--- config.mk ---
export PLATFORM = sky130hd
export DESIGN_NAME = i4h_ram
export DESIGN_NICKNAME = d
export VERILOG_FILES = /design/src/hw/rtl/i4h_ram.sv
export SDC_FILE = /design/constraint.sdc
export NUM_CORES = 1
export LEC_CHECK = 0
export BUFFER_PORTS_ARGS = -buffer_cell sky130_fd_sc_hd__buf_2
export CORE_ASPECT_RATIO = 0.75
export CORE_MARGIN = 3
export CORE_UTILIZATION = 54
export DETAILED_ROUTE_END_ITERATION = 6
export GPL_TIMING_DRIVEN = 0
export MAX_ROUTING_LAYER = met4
export PLACE_DENSITY = 0.74
export SLEW_MARGIN = 20
export SYNTH_ARGS = -nofsm -noshare
export SYNTH_HDL_FRONTEND = slang
export SYNTH_SLANG_ARGS = --single-unit
--- constraint.sdc ---
create_clock -name i_clk -period 1.75 [get_ports i_clk]
set_input_delay 0.175 -clock i_clk [delete_from_list [all_inputs] [get_ports i_clk]]
set_output_delay 0.175 -clock i_clk [all_outputs]
set_load 0.005 [all_outputs]
--- src/hw/rtl/i4h_ram.sv ---
// ----------------------------------------------------------------------------
// i4h_ram
// Generic single-write, single-read RAM with registered read data.
// ----------------------------------------------------------------------------
module i4h_ram #(
    parameter int WIDTH = 8,
    parameter int DEPTH = 16
) (
    input  logic                     i_clk,
    input  logic                     i_we,
    input  logic [$clog2(DEPTH)-1:0] i_waddr,
    input  logic [WIDTH-1:0]         i_wdata,
    input  logic [$clog2(DEPTH)-1:0] i_raddr,
    output logic [WIDTH-1:0]         o_rdata
);

    logic [WIDTH-1:0] r_mem [DEPTH];

    always_ff @(posedge i_clk) begin
        if (i_we) begin
            r_mem[i_waddr] <= i_wdata;
        end
        o_rdata <= r_mem[i_raddr];
    end

endmodule

# After elaboration in Yosys (flattened, before gate mapping)
# Memory sizes are Yosys's and may differ from the RTL's. A register that Yosys moved wholly into a read port is not among the register bits.
# Cells that the tools add are included.
[totals]
register_bits = 0
latch_bits = 0
ram_bits = 128
mem_bits_ro = 0
input_bits = 18
word_cells = 3
memories = 1
[op_classes]
add_sub_neg = 0
multipliers = 0
div_mod_pow = 0
order_cmp = 0
eq_ne = 0
shift = 0
n_mux = 2
n_bitwise = 0
n_reduce_logical = 0
[mem_list]
columns = ["memory", "depth", "width", "rd", "rd_ports_with_merged_regs", "write_ports", "line", "rtl"]
rows = [
  ["r_mem", 16, 8, 1, 1, 1, "17", "logic [WIDTH-1:0] r_mem [DEPTH];"],
]
[op_table]
columns = ["cell", "n"]
rows = [
  ["two-way mux 1 bit", 2],
]

# Depth between registers and ports, before layout
# Gate-level depths: netlist (run 1).
[logic_depth]
ltp_word = 2
mapped_depth = 5
depth_no_buf = 3

# Worst setup path before layout (run 1)
# OpenSTA, ideal clock, no wires.
[synth_path]
kind = "input to register"
startpoint = "in i_waddr[2]"
endpoint = "mem r_mem[0][0], enable pin"
arrival_time_ns = 1.285
required_time_ns = 1.367
slack_ns = 0.082
stages = 2
n_path_buf = 0
path_cell_list = "or3b_2 -> nor3_1"
[synth_rtl]
columns = ["element", "line", "rtl"]
rows = [
  ["start: declaration", "11", "input logic [$clog2(DEPTH)-1:0] i_waddr,"],
  ["end: declaration", "17", ""],
]
# No word-level cell before the write port.

# Worst setup path in the final report (run 1)
[layout_path]
startpoint = "in i_waddr[2]"
endpoint = "mem r_mem[1][4], enable pin"
# No word-level cell before the write port.

==> results of run 1 <==
-- critical path, delay by kind of cell --
family                 cells  cell delay [ns]
buffers and inverters      1             0.13
AND/OR/NAND/NOR            2             1.20
-- cells in the mapped netlist (all sizes together) --
cell           count  area (um2)
edfxtp           128        3840
mux4              32         773
a22oi             16         120
nor2              13        48.8
nand2              9        33.8
dfxtp              8         160
buf                7        56.3
nor3               4        20.0
clkdlybuf4s25      3        30.0
nand2b             2        12.5
nand3b             2        15.0
and2               1        6.26
and2b              1        7.51
nand3              1        5.00
nor2b              1        6.26
or3b               1        8.76
-- worst paths after layout --
check | cells past startpoint | startpoint | slack (ns) | endpoint
setup / recovery | 3 | i_waddr[2] | 0.28 | r_mem[1][4]
hold / removal | 1 | i_wdata[6] | 0.17 | r_mem[7][6]
setup reg to reg | 3 | r_mem[1][5] | 0.41 | o_rdata[5]
hold reg to reg | 3 | r_mem[8][2] | 0.70 | o_rdata[2]
-- metrics by stage --
stage          total power (W)  utilization [%]  area, um2  TNS, ns  hold slack [ns]
2_1_floorplan          0.00391                -       5150        0            0.274
3_3_place_gp           0.00406             59.3       5430    -8.97            0.553
3_5_place_dp           0.00408             59.5       5450    -3.55            0.553
4_1_cts                0.00744             65.7       6020        0            0.152
5_1_grt                0.00761             65.7       6020        0            0.158
6_report               0.00738             65.7       6020        0            0.167
-- layout make-up --
cell class                 count  area (um2)
buffer                        10        86.3
clock buffer                  30         534
clock inverter                 2        35.0
fill                         624        3140
multi-input combinational     83        1080
sequential                   136        4000
tap                          128         160
timing repair buffer          24         120
-- state kept, by name, indices dropped and copies added (netlist names) --
name	count
o_rdata	8
r_mem	128
-- per-layer routing --
layer  global-route usage [%]  share of wire, %  wire (um)
met1                     31.3                45       4480
met5                        -                 0          0
met4                     8.29               1.7        167
met3                     6.26               8.6        864
met2                     27.8                45       4550
-- logic make-up after synthesis --
kind of cell / Yosys count
AOI/OAI and AO/OA: 16
buffers and inverters: 10
muxes: 32
DFF: 136
and+or+nand+nor: 35
-- power by group --
part,internal (W),switching (W)
registers,0.00365,0.0000181
logic,0.000145,0.000204
clock network,0.00218,0.00119
total,0.00597,0.00141
==> flow_metrics.tcl, run 1 <==
set metrics [dict create \
    ant_nets 0 \
    critical_path_required_ns 1.78 \
    vias 2483 \
    maxCapViolCount 0 \
    finalSetupViolCount 0 \
    synth.mux.area_fraction_pct 15.0 \
    relSlewSlack_pct 41.4 \
    synth_xor_area_share_pct 0 \
    antenna_found_initial 0 \
    overflow 0 \
    clock-sinks 136 \
    syn_nets 247 \
    final_layout_size_suffix_gt1_share_pct 28.8 \
    cp-end-kind "flop" \
    ys_ff_latch 136 \
    seq_area_frac_synth_pct 77.8 \
    critical_path_class "input port to flop" \
    setup_slack_ns 0.280 \
    cp-start-kind "input port" \
    start_util_pct 56.2 \
    drtPass1Iterations 6 \
    status "finished clean" \
    cts_resized 0 \
    totalWireLength_mm 10.1 \
    instances_no_fill 413 \
    grt_pass1_wl_mm 15.4 \
    finClkSkew_ns 0.00694 \
    timing.final.crit_share_pct 84.0 \
    cts_max_level 4 \
    synthAdderAreaFrac_pct 0 \
    die-area_um2 10800 \
    post-place-ws_ns -0.147 \
    cts_hold_buf 0 \
    post_drt_wl_per_cell_um 24.4 \
    cts_tree "done" \
    ir_worst_vdd_mv 1.50 \
    cts_root_buf "clkbuf_16" \
    ioPinCount 26 \
    dp_cells 381 \
    final_nets 290 \
    die_h_um 90.6 \
    cp.arrival_ns 1.50 \
    hold_path.class "input port to flop" \
    die_w_um 119 \
    path_clk_slew_ns 0.05 \
    synth_top_family_by_area "multiplexers" \
    synth_cell_type_count 19 \
    powerDensity_nw_per_um2 1230 \
    cp_cell_sequence "buf_2, or3b_2, nor2_1" \
    syn_area_um2 5150 \
    cp_max_fo 8 \
    worst_path_max_delay_cell "nor2_1" \
    cts_setup_buffers 0 \
    p_leak_nw 2.02 \
    synth_compound_area_share_pct 2.33 \
    rows 30 \
    syn_area_per_cell_um2 22.5 \
    cts_buffers 17 \
    drv_slew 0 \
    slowest_delay_ns 0.67 \
    antenna_cells 0 \
    final_cell_mix "edfxtp_1, buf_2, mux4_2" \
    rsz0062_at_grt "false" \
    dr.first_iter.drc_count 289 \
    portBuffers 24 \
    clk_path_buf_depth 2 \
    syn_inst 229 \
    track_usage_pct 21.1 \
    remaining_drc_errors 0 \
    fmax_mhz 680 \
    grt_pass1_vias 2550 \
    grt_max_degree 17 \
    via_per_inst 6.01 \
    syn_to_final_growth_pct 16.9 \
    clk_latency_ns 0.41 \
    worstMarginPinSlew_ns 0.875 \
    yosysWarnings 0 \
    final_common_cell "edfxtp_1" \
    hold_violations 0 \
    dpl.hpwl_mm 6.31 \
    core_um2 9160 \
    finalCriticalPeriod_ns 1.47 \
    synthSimpleGateAreaFrac_pct 3.18 \
    place_congestion 0.721 \
]
No activity file was read; power rests on OpenSTA's default activity.
==> run 2: changes to the inputs <==
==> constraint.sdc (replaced) <==
create_clock -name i_clk -period 1.3 [get_ports i_clk]
set_input_delay 0.13 -clock i_clk [delete_from_list [all_inputs] [get_ports i_clk]]
set_output_delay 0.13 -clock i_clk [all_outputs]
set_load 0.005 [all_outputs]
==> run 2 against run 1 <==
Compared with the run above:
- the flow now finishes with violations (setup timing)
- sequential share of layout area up 0.45 points
- cell area shrank 0.67%
- die area is the same
- total power increased by 30%
- critical endpoint is now o_rdata[0]
- largest power group unchanged
==> flow_metrics.tcl, run 2 (synthesis results as in run 1) <==
set metrics [dict create \
    critical_path_class "flop to flop" \
    dpl_cell_area_um2 5450 \
    status "finished with violations" \
    setup_slack_ns -0.00610 \
    whs_ns 0.130 \
    cts_root_buf "clkbuf_16" \
    antenna_cells 0 \
    die-area_um2 10800 \
    cp.arrival_ns 1.59 \
    stdcell_area_um2 5980 \
    dr.first_iter.drc_count 291 \
    start_util_pct 56.2 \
    cts_buffers 17 \
    grt_pass1_vias 2434 \
    via_per_inst 5.95 \
    fmax_mhz 766 \
    hold_violations 0 \
    ant_nets 0 \
    num-fill-cells 647 \
    maxCapViolCount 0 \
    drtPass1Iterations 4 \
    syn_to_final_growth_pct 16.1 \
    post_drt_wl_per_cell_um 24.7 \
    hold_path.class "input port to flop" \
    final_common_cell "edfxtp_1" \
    cts_tree "done" \
    powerDensity_nw_per_um2 1610 \
    portBuffers 24 \
    cp-end-kind "flop" \
    finalCriticalPeriod_ns 1.31 \
    totalWireLength_mm 10.2 \
    dp_cells 381 \
    path_clk_slew_ns 0.06 \
    p_leak_nw 1.95 \
    die_w_um 119 \
    relSlewSlack_pct 43.0 \
    final_cell_mix "edfxtp_1, mux4_2, buf_2" \
    final_layout_size_suffix_gt1_share_pct 35.6 \
    ioPinCount 26 \
    largest_registers "r_mem: 128 flops, o_rdata: 8 flops" \
    grt_pass1_wl_mm 15.1 \
    clock-sinks 136 \
    cp_max_fo 1 \
    finalSetupViolCount 1 \
    timing.final.crit_share_pct 100 \
    post-place-ws_ns -0.545 \
    setup-tns-final_ns -0.00610 \
    remaining_drc_errors 0 \
    critical_path_required_ns 1.59 \
    worstMarginPinSlew_ns 0.851 \
    clk_latency_ns 0.40 \
    cts_setup_buffers 0 \
    track_usage_pct 20.7 \
    multiInputGateArea_um2 1100 \
    core_um2 9160 \
    finClkSkew_ns 0.00586 \
    die_h_um 90.6 \
    rsz0062_at_grt "true" \
    grt_max_degree 17 \
    overflow 0 \
    antenna_found_initial 0 \
    dpl.hpwl_mm 6.28 \
    clk_path_buf_depth 2 \
    rows 30 \
    largest-register "r_mem" \
    cp-start-kind "flop" \
    vias 2453 \
    place_congestion 0.741 \
    final_nets 290 \
    final-seq-area_um2 4000 \
    ir_worst_vdd_mv 1.05 \
    largest_register_ffs 128 \
    instances_no_fill 412 \
    violations "setup timing" \
    drv_slew 0 \
    cts_max_level 4 \
]
[run 2: cell types whose count changed in the layout (fill, tap and decap cells not counted), moves of 3 or more]
cell	change
nor2_1	-3
nor2_2	+3
mux4_2	+11
a22oi_1	-10
clkinv_1	+3
mux4_1	-11
a22oi_2	+10
clkbuf_8	-6
[run 2: worst paths after layout]
check,start,end,slack (ns),cells after the start
worst min register to register,r_mem[10][0],o_rdata[0],0.70,3
worst max register to register,r_mem[7][0],o_rdata[0],-0.006,3
worst min-delay path,i_wdata[5],r_mem[1][5],0.13,1
worst max-delay path,r_mem[7][0],o_rdata[0],-0.006,3
[run 2: per-layer routing]
layer  wire (um)  up-vias  global-route usage [%]
li1            -     1050                       -
met1        4750     1285                    30.5
met3         809        9                    6.95
met2        4480      109                    27.8
met5           0        -                       -
met4         149        0                    6.65
[run 2: through the flow]
step	total power [W]	utilization, %
2_1_floorplan	0.00527	-
3_3_place_gp	0.00547	59.4
3_5_place_dp	0.00549	59.5
4_1_cts	0.00968	65.5
5_1_grt	0.00992	65.3
6_report	0.00963	65.3
[run 2: what timing repair did]
action                                  4_1_cts  5_1_grt
endpoints found under the setup margin       40        8
pin swaps                                     2        8
resized for setup                            17        8
hold buffers                                  0        0
[run 2: layout make-up]
| type | count | area share, % |
|---|---|---|
| tap | 128 | 2.68 |
| sequential | 136 | 67.0 |
| buffer | 10 | 1.44 |
| clock buffer | 25 | 7.62 |
| clock inverter | 6 | 0.858 |
| multi-input combinational | 83 | 18.4 |
| timing repair buffer | 24 | 2.01 |
[run 2: worst max-delay path, stage by stage (launching register included)]
cell      delay, ns
edfxtp_1       0.36
mux4_2         0.51
a22oi_2        0.22
nand2_1        0.09
[run 2: report_power, final]
part           switching [W]  leakage, nW  internal [W]  total, W
Sequential         0.0000249         1.22       0.00491   0.00493
Clock                0.00160        0.246       0.00259   0.00419
Combinational       0.000297        0.480      0.000209  0.000506
